--- config.mk ---
export PLATFORM = sky130hd
export DESIGN_NAME = bit_run_length_encoder
export DESIGN_NICKNAME = d
export VERILOG_FILES = /design/src/design/brle_pkg.sv /design/src/design/brle_lane.sv /design/src/design/brle_merge.sv /design/src/design/bit_run_length_encoder.sv
export SDC_FILE = /design/constraint.sdc
export NUM_CORES = 1
export LEC_CHECK = 0
export BUFFER_PORTS_ARGS = -buffer_cell sky130_fd_sc_hd__buf_2
export CORE_ASPECT_RATIO = 1.25
export CORE_MARGIN = 8
export CORE_UTILIZATION = 57
export DETAILED_ROUTE_END_ITERATION = 8
export PLACE_DENSITY = 0.78
export SYNTH_ARGS = -nofsm -noshare
export SYNTH_HDL_FRONTEND = slang
export SYNTH_SLANG_ARGS = --single-unit
--- constraint.sdc ---
create_clock -name clk_i -period 9.7 [get_ports clk_i]
set_input_delay 1.455 -clock clk_i [delete_from_list [all_inputs] [get_ports clk_i]]
set_output_delay 1.455 -clock clk_i [all_outputs]
set_load 0.005 [all_outputs]
--- src/design/brle_pkg.sv ---
// Package for the bit run-length encoder.
// Holds the run record, the lane result struct and shared sizes.
// Used by brle_lane, brle_merge and bit_run_length_encoder; depends on nothing.
`timescale 1ns / 1ps
`default_nettype none

package brle_pkg;

  localparam int unsigned LenW       = 8;
  localparam int unsigned NumLanes   = 8;
  // One slot per lane plus the flushed final run.
  localparam int unsigned NumEntries = NumLanes + 1;
  localparam int unsigned FlushIdx   = NumLanes;
  localparam int unsigned OutDataW   = 16;

  typedef struct packed {
    logic [LenW-1:0] len;
    logic            run_bit;
  } run_t;

  typedef struct packed {
    logic emit;
    run_t run;
  } lane_out_t;

endpackage

`default_nettype wire

--- src/design/brle_lane.sv ---
// One bit lane of the bit run-length encoder.
// Extends or closes the open run with one incoming bit; depends on brle_pkg.
`timescale 1ns / 1ps
`default_nettype none

module brle_lane #(
  parameter int unsigned MAX_RUN = 255
) (
  input  logic              bit_i,
  input  brle_pkg::run_t    open_i,
  output brle_pkg::run_t    open_o,
  output brle_pkg::lane_out_t res_o
);

  localparam logic [brle_pkg::LenW-1:0] MaxRun = brle_pkg::LenW'(MAX_RUN);

  always_comb begin
    res_o.emit = 1'b0;
    res_o.run  = open_i;
    if (open_i.len == '0) begin
      open_o.len     = brle_pkg::LenW'(1);
      open_o.run_bit = bit_i;
    end else if ((bit_i != open_i.run_bit) || (open_i.len >= MaxRun)) begin
      res_o.emit     = 1'b1;
      open_o.len     = brle_pkg::LenW'(1);
      open_o.run_bit = bit_i;
    end else begin
      open_o.len     = open_i.len + brle_pkg::LenW'(1);
      open_o.run_bit = open_i.run_bit;
    end
  end

endmodule

`default_nettype wire

--- src/design/brle_merge.sv ---
// Merging stage of the bit run-length encoder.
// Holds the runs found by the lanes and sends them out in order through an
// output register; depends on brle_pkg.
`timescale 1ns / 1ps
`default_nettype none

module brle_merge (
  input  logic                                   clk_i,
  input  logic                                   rst_ni,
  input  logic                                   load_i,
  input  logic [brle_pkg::NumEntries-1:0]        emit_i,
  input  brle_pkg::run_t [brle_pkg::NumEntries-1:0] runs_i,
  output logic                                   idle_o,
  output logic                                   m_axis_tvalid_o,
  input  logic                                   m_axis_tready_i,
  output logic [brle_pkg::OutDataW-1:0]          m_axis_tdata_o,
  output logic                                   m_axis_tlast_o
);

  logic [brle_pkg::NumEntries-1:0]         pend_q, pend_d;
  brle_pkg::run_t [brle_pkg::NumEntries-1:0] ent_q, ent_d;
  logic [brle_pkg::NumEntries-1:0]         sel;
  logic                                    move;
  brle_pkg::run_t                          sel_run;
  logic                                    out_valid_q, out_valid_d;
  brle_pkg::run_t                          out_run_q, out_run_d;
  logic                                    out_last_q, out_last_d;

  // Lowest pending slot is the oldest run.
  assign sel  = pend_q & (~pend_q + brle_pkg::NumEntries'(1));
  assign move = (pend_q != '0) && (!out_valid_q || m_axis_tready_i);

  always_comb begin
    sel_run = '0;
    for (int i = 0; i < brle_pkg::NumEntries; i++) begin
      if (sel[i]) begin
        sel_run = sel_run | ent_q[i];
      end
    end
  end

  // A new request may be taken once the last pending run leaves this cycle.
  assign idle_o = (pend_q == '0) ||
                  (((pend_q & (pend_q - brle_pkg::NumEntries'(1))) == '0) && move);

  always_comb begin
    pend_d      = pend_q;
    ent_d       = ent_q;
    out_valid_d = out_valid_q;
    out_run_d   = out_run_q;
    out_last_d  = out_last_q;
    if (move) begin
      pend_d      = pend_q & ~sel;
      out_valid_d = 1'b1;
      out_run_d   = sel_run;
      out_last_d  = sel[brle_pkg::FlushIdx];
    end else if (out_valid_q && m_axis_tready_i) begin
      out_valid_d = 1'b0;
    end
    if (load_i) begin
      pend_d = emit_i;
      ent_d  = runs_i;
    end
  end

  always_ff @(posedge clk_i or negedge rst_ni) begin
    if (!rst_ni) begin
      pend_q      <= '0;
      out_valid_q <= 1'b0;
    end else begin
      pend_q      <= pend_d;
      out_valid_q <= out_valid_d;
    end
  end

  always_ff @(posedge clk_i) begin
    ent_q      <= ent_d;
    out_run_q  <= out_run_d;
    out_last_q <= out_last_d;
  end

  assign m_axis_tvalid_o = out_valid_q;
  assign m_axis_tdata_o  = {{(brle_pkg::OutDataW - brle_pkg::LenW - 1){1'b0}},
                            out_run_q.run_bit, out_run_q.len};
  assign m_axis_tlast_o  = out_last_q;

endmodule

`default_nettype wire

--- src/design/bit_run_length_encoder.sv ---
// Top level of the bit run-length encoder.
// Eight brle_lane instances scan a byte, brle_merge sends the runs out;
// depends on brle_pkg.
//
//  Channel  | Direction | tdata (low bit up)            | tlast
//  s_axis   | in        | [7:0] data_byte               | final_byte
//  m_axis   | out       | [7:0] run_length, [8] run_bit | last_run
//
// All eight bits of a byte are scanned in the cycle it is accepted; its runs
// (up to nine) then leave the merging stage's buffer one per cycle while the
// output is ready. The next byte is taken as the last run leaves, so the
// output port sets the rate. Reset discards any open run and empties the
// buffer. A stalled output holds the buffer; input is refused until it drains.
`timescale 1ns / 1ps
`default_nettype none

module bit_run_length_encoder #(
  parameter int unsigned MAX_RUN = 255
) (
  input  logic        clk_i,
  input  logic        rst_ni,
  input  logic        s_axis_tvalid_i,
  output logic        s_axis_tready_o,
  input  logic [7:0]  s_axis_tdata_i,   // [7:0] data_byte
  input  logic        s_axis_tlast_i,   // final_byte
  output logic        m_axis_tvalid_o,
  input  logic        m_axis_tready_i,
  output logic [15:0] m_axis_tdata_o,   // [7:0] run_length, [8] run_bit
  output logic        m_axis_tlast_o    // last_run
);

  brle_pkg::run_t                            open_q, open_d;
  brle_pkg::run_t [brle_pkg::NumLanes:0]     chain;
  brle_pkg::lane_out_t [brle_pkg::NumLanes-1:0] lane_res;
  logic [brle_pkg::NumEntries-1:0]           emit;
  brle_pkg::run_t [brle_pkg::NumEntries-1:0] runs;
  logic                                      idle;
  logic                                      accept;

  assign chain[0] = open_q;

  // Lane k takes bit 7-k, so the most significant bit is seen first.
  for (genvar k = 0; k < brle_pkg::NumLanes; k++) begin : g_lane
    brle_lane #(
      .MAX_RUN(MAX_RUN)
    ) u_lane (
      .bit_i (s_axis_tdata_i[brle_pkg::NumLanes-1-k]),
      .open_i(chain[k]),
      .open_o(chain[k+1]),
      .res_o (lane_res[k])
    );
    assign emit[k] = lane_res[k].emit;
    assign runs[k] = lane_res[k].run;
  end

  assign emit[brle_pkg::FlushIdx] = s_axis_tlast_i;
  assign runs[brle_pkg::FlushIdx] = chain[brle_pkg::NumLanes];

  assign s_axis_tready_o = idle;
  assign accept          = s_axis_tvalid_i && idle;

  always_comb begin
    open_d = open_q;
    if (accept) begin
      open_d = s_axis_tlast_i ? '0 : chain[brle_pkg::NumLanes];
    end
  end

  always_ff @(posedge clk_i or negedge rst_ni) begin
    if (!rst_ni) begin
      open_q <= '0;
    end else begin
      open_q <= open_d;
    end
  end

  brle_merge u_merge (
    .clk_i          (clk_i),
    .rst_ni         (rst_ni),
    .load_i         (accept),
    .emit_i         (emit),
    .runs_i         (runs),
    .idle_o         (idle),
    .m_axis_tvalid_o(m_axis_tvalid_o),
    .m_axis_tready_i(m_axis_tready_i),
    .m_axis_tdata_o (m_axis_tdata_o),
    .m_axis_tlast_o (m_axis_tlast_o)
  );

endmodule

`default_nettype wire
Word level (Yosys, flattened, before mapping)
Index checks and enable logic that the tools add are counted.
{"block": "word_totals", "ff_bits": 110, "out_inout_bits": 19, "elab_cells": 138}
{"block": "classes", "addsub": 10, "magnitude_cmp": 8, "n_eq_ne": 8, "mux": 46, "bitwise_logic": 13, "reduce_logical": 28}
{"cell": "9-bit 2-to-1 mux", "count": 28}
{"cell": "9-bit bitwise OR", "count": 8}
{"cell": "8-bit by 1-bit adder with 8-bit output, second input constant", "count": 8}
{"cell": "8-bit greater-or-equal comparator, second input constant", "count": 8}
{"cell": "8-bit zero test", "count": 8}
{"cell": "9-bit bitwise AND", "count": 3}
{"cell": "9-bit zero test", "count": 2}
{"cell": "1-bit 2-to-1 mux", "count": 18}
{"cell": "9-bit inverter", "count": 2}
{"cell": "1-bit logical OR", "count": 10}
{"cell": "9-bit by 1-bit adder with 9-bit output, second input constant", "count": 1}
{"cell": "9-bit nonzero test", "count": 1}
{"cell": "9-bit by 1-bit subtractor with 9-bit output, second input constant", "count": 1}
{"cell": "1-bit != test", "count": 8}
{"cell": "1-bit logical AND", "count": 4}
{"cell": "2-bit nonzero test", "count": 2}
{"cell": "1-bit zero test", "count": 1}

Longest topological paths before layout
{"block": "depth", "depth_word": 33, "ltp_mapped": 52, "mapped_depth_nobuf": 44}

Hierarchy
A second synthesis with hierarchy kept.
{"block": "unflattened", "cells_unflattened": 639, "area_unflattened_um2": 6877.8}
{"mod": "brle_merge", "instances": 1, "cells_each": 266, "area_per_inst_um2": 4052.6, "seq_area_each_um2": 2982.9}
{"mod": "brle_lane", "instances": 8, "cells_each": 43, "area_per_inst_um2": 304.0, "seq_area_each_um2": 0.0}
{"mod": "bit_run_length_encoder", "instances": 1, "cells_each": 29, "area_per_inst_um2": 392.9, "seq_area_each_um2": 225.2}

Worst setup path after synthesis
No wires, ideal clock.
{"block": "synth_path", "kind": "input-to-reg", "startpoint": "in s_axis_tdata_i[7]", "endpoint": "reg u_merge.ent_q[75] (netlist bit) (data pin)", "arrival_ps": 9800, "t_required_ps": 9440, "setup_slack_ps": -360, "stages": 44, "path_buffers": 6, "cell_sequence": "xnor2_1 -> o31ai_1 -> buf_2 -> nor2_1 -> nand2_1 -> inv_1 -> ha_1 -> buf_2 -> nand2_1 -> a211o_1 -> o21ai_1 -> nor2_1 -> nand2_1 -> ha_1 -> clkbuf_1 -> o21ai_1 -> a21o_1 -> o31ai_2 -> [... 8 more ...] -> nand2_1 -> ha_1 -> clkbuf_1 -> nand2_1 -> or3_1 -> a221oi_2 -> nand2_1 -> nor4_2 -> xnor2_1 -> nor3_1 -> nor2_1 -> nand2_1 -> ha_1 -> nand4_1 -> o41ai_2 -> o21bai_4 -> buf_6 -> nor2_1"}
{"item": "start: declaration", "line": "bit_run_length_encoder.sv:24", "rtl": "input logic [7:0] s_axis_tdata_i,"}
{"item": "end signal: assignment", "line": "brle_merge.sv:77", "rtl": "ent_q <= ent_d;"}
{"item": "end: declaration", "line": "brle_merge.sv:21", "rtl": "brle_pkg::run_t [brle_pkg::NumEntries-1:0] ent_q, ent_d;"}

==> run summary <==
status: finished clean
hold_ws: 558 ps
Placer Congestion: 0.993
I/O Buffers: 24
final hold vios: 0
most frequent cell after synthesis: edfxtp_1
Vias: 6,290
Max Cap Violations: 0
htree depth: 3
CP most frequent cell: nand2_1
largest net degree at the start of global routing: 53
synthesis-stage register bit count: 110
Post-layout nets: 796
die area: 0.0170 mm2
DRT iter0 DRCs: 567
1st-pass router iterations: 5
Async S/R FF share, synth: 0.173
synth unique cells: 100
Comb pwr share: 0.541
initial core utilization: 0.585
Syn Inst Count: 746
worst-skew pair later-pin latency: 360 ps
Final Skew: 11.1 ps
Worst path top cell family by delay: simple AND/OR/NAND/NOR gates
footprint of the multi-input gates: 0.00388 mm2
TNS Setup: 0 ps
number of global-route vias before repair: 6,151
Seq. cell area: 0.00321 mm2
first-pass GRT wire length: 34.4 mm
dpl cells: 926
post-synth top area share: 0.367
relative slew slack: 0.398
clock share of power: 0.140
VDD IR-drop max: 232 uV
Synth Flop Type: edfxtp_1
Yosys top cell by area: edfxtp_1
worst slew pin tran: 889 ps
Die Ht: 144 um
sequential fraction of the synthesis area: 0.431
# clock sinks: 110
RSZ-0062 raised after global routing: no
Post-synth top cells: edfxtp_1, nand2_1, nor2_1, o21ai_0, a221o_1
GRT Resource Usage Total: 0.262
period utilization: 0.939
Ys Warns: 0
Critical Path RT: 9790 ps
core box area: 0.0127 mm2
final slew viol count: 0
root buf cell: clkbuf_16
Inserted Diodes: 0
Final min period: 9110 ps
CTS Buf Count: 9
number of flops mapped to enable cells by yosys: 91
part of the power in registers: 0.318
Cell Area, Synth: 0.00745 mm2
FMAX: 0.110 GHz
DRC Markers: 0
die span in x: 118 um
synth top area cells: edfxtp_1, dfrtp_1, nand2_1, a221o_1, xnor2_1
CP bufs+invs: 6
Reg clk slew, reported paths: 80 ps
CP startpoint kind: primary input
routed len/inst: 23.7 um
Pleak: 2.89 nW
total grt overflow: 0
initial antenna violation count: 0
final cell count without fillers: 944
boundary pin count: 32
share of layout cells above drive strength 1: 0.166
WS Path Type: in -> reg
ANT nets after route: 0
CP arrival: 9190 ps
final setup fails: 0
pwr/cell area: 325 mW/mm2
Rows: 46
net switching power: 1.20 mW
Worst path max stage delay: 430 ps
Mapped Avg Cell Area: 9.98 um2
Int Pwr: 1.44 mW
Fillers: 1,031
hpwl dp: 17.6 mm
drt total wl: 22.4 mm
switching share of power: 0.454
Critical Path Fanout Max: 15
Area Overhead vs Synth: 8.84%
r2r setup slk: 790 ps
worst hold path class: reg -> reg
CTS tree: yes
critical path endpoint category: register
clock buffer depth: 2
Worst path slowest cell: a211o_1
Via density: 6.66
-- final timing paths --
check	start	to	cells past startpoint
min reg2reg	u_merge.ent_q[69]	u_merge.m_axis_tdata_o[5]	1
min	u_merge.ent_q[69]	u_merge.m_axis_tdata_o[5]	1
max	s_axis_tdata_i[7]	u_merge.ent_q[77]	39
max in group asynchronous	rst_ni	u_merge.pend_q[2]	1
min in group asynchronous	rst_ni	chain[6]	1
max reg2reg	chain[1]	u_merge.ent_q[77]	41
-- power by group through the flow --
stage                     Sequential, mW  Combinational, mW  Clock [mW]
after floorplan                    0.816              0.951           0
after global placement             0.843               1.38           0
after detailed placement           0.848               1.39           0
after CTS                          0.839               1.40       0.367
after global routing               0.856               1.53       0.387
final                              0.839               1.43       0.370
-- what timing repair did --
action                     4_1_cts  5_1_grt
buffers inserted                 0        2
setup endpoints to repair        0       16
hold buffers                     0        0
gates resized for setup          0        3
-- through the flow --
| stage | area (um2) | worst slack, ps | total power, mW | util |
|---|---|---|---|---|
| 2_1_floorplan | 7480 | 25.3 | 1.77 | - |
| 3_3_place_gp | 7780 | 452 | 2.22 | 0.611 |
| 3_5_place_dp | 7780 | 214 | 2.24 | 0.611 |
| 4_1_cts | 8080 | 468 | 2.61 | 0.635 |
| 5_1_grt | 8110 | 34.1 | 2.78 | 0.637 |
| 6_report | 8110 | 594 | 2.64 | 0.637 |
-- cell type report --
cell class,instances,area share
Inverter,31,0.0145
Clock inverter,7,0.00973
Timing Repair Buffer,59,0.0472
Clock buffer,9,0.0278
Sequential cell,110,0.396
Tap cell,168,0.0259
Multi-Input combinational cell,560,0.479
-- worst register-to-register path, delay by kind of cell, from the launching register on --
family                     cells  cell delay, ps
and+or+nand+nor               20            4230
AOI/OAI and AO/OA              9            2160
adders and majority gates      5             980
buffers and inverters          7             850
DFF                            1             400
-- per-layer routing --
| layer | vias to the layer above | track usage | routed length, um |
|---|---|---|---|
| met1 | 3061 | 0.286 | 8350 |
| met3 | 53 | 0.0361 | 1240 |
| met5 | - | 0 | 0 |
| met4 | 0 | 0.130 | 892 |
| li1 | 2892 | - | - |
| met2 | 284 | 0.488 | 11900 |
-- flip-flops by register name, indices dropped and copies added (netlist names) --
name	flops
u_merge.m_axis_tdata_o	9
chain	9
u_merge.ent_q	81
u_merge.pend_q	9
u_merge.m_axis_tlast_o	1
u_merge.m_axis_tvalid_o	1
-- cell usage in the layout (no fill, tap or decap), types with 10 or more instances in the layout --
cell type	instances
edfxtp_1	91
nand2_1	76
nor2_1	51
buf_4	35
o21ai_0	31
a221o_1	28
xnor2_1	27
inv_1	26
buf_2	24
a21oi_1	23
dfrtp_1	19
nand3_1	18
nor3_1	16
or3_1	14
nand4_1	14
nand2b_1	13
and2_1	12
xor2_1	11
ha_1	11
o31ai_1	10
-- logic make-up (layout without fill, tap and decap cells) --
family | after synthesis | count (layout) | synth area share
AND/OR/NAND/NOR | 277 | 277 | 0.198
other | 1 | 7 | 0.000504
adder cells (fa/ha/maj) | 14 | 14 | 0.0228
flip-flops | 110 | 110 | 0.431
multiplexers | 8 | 8 | 0.0114
XOR/XNOR | 43 | 43 | 0.0590
buffers and inverters | 82 | 106 | 0.0529
AO/OA/AOI/OAI | 211 | 211 | 0.224
Power figures use the tool's default switching activity.
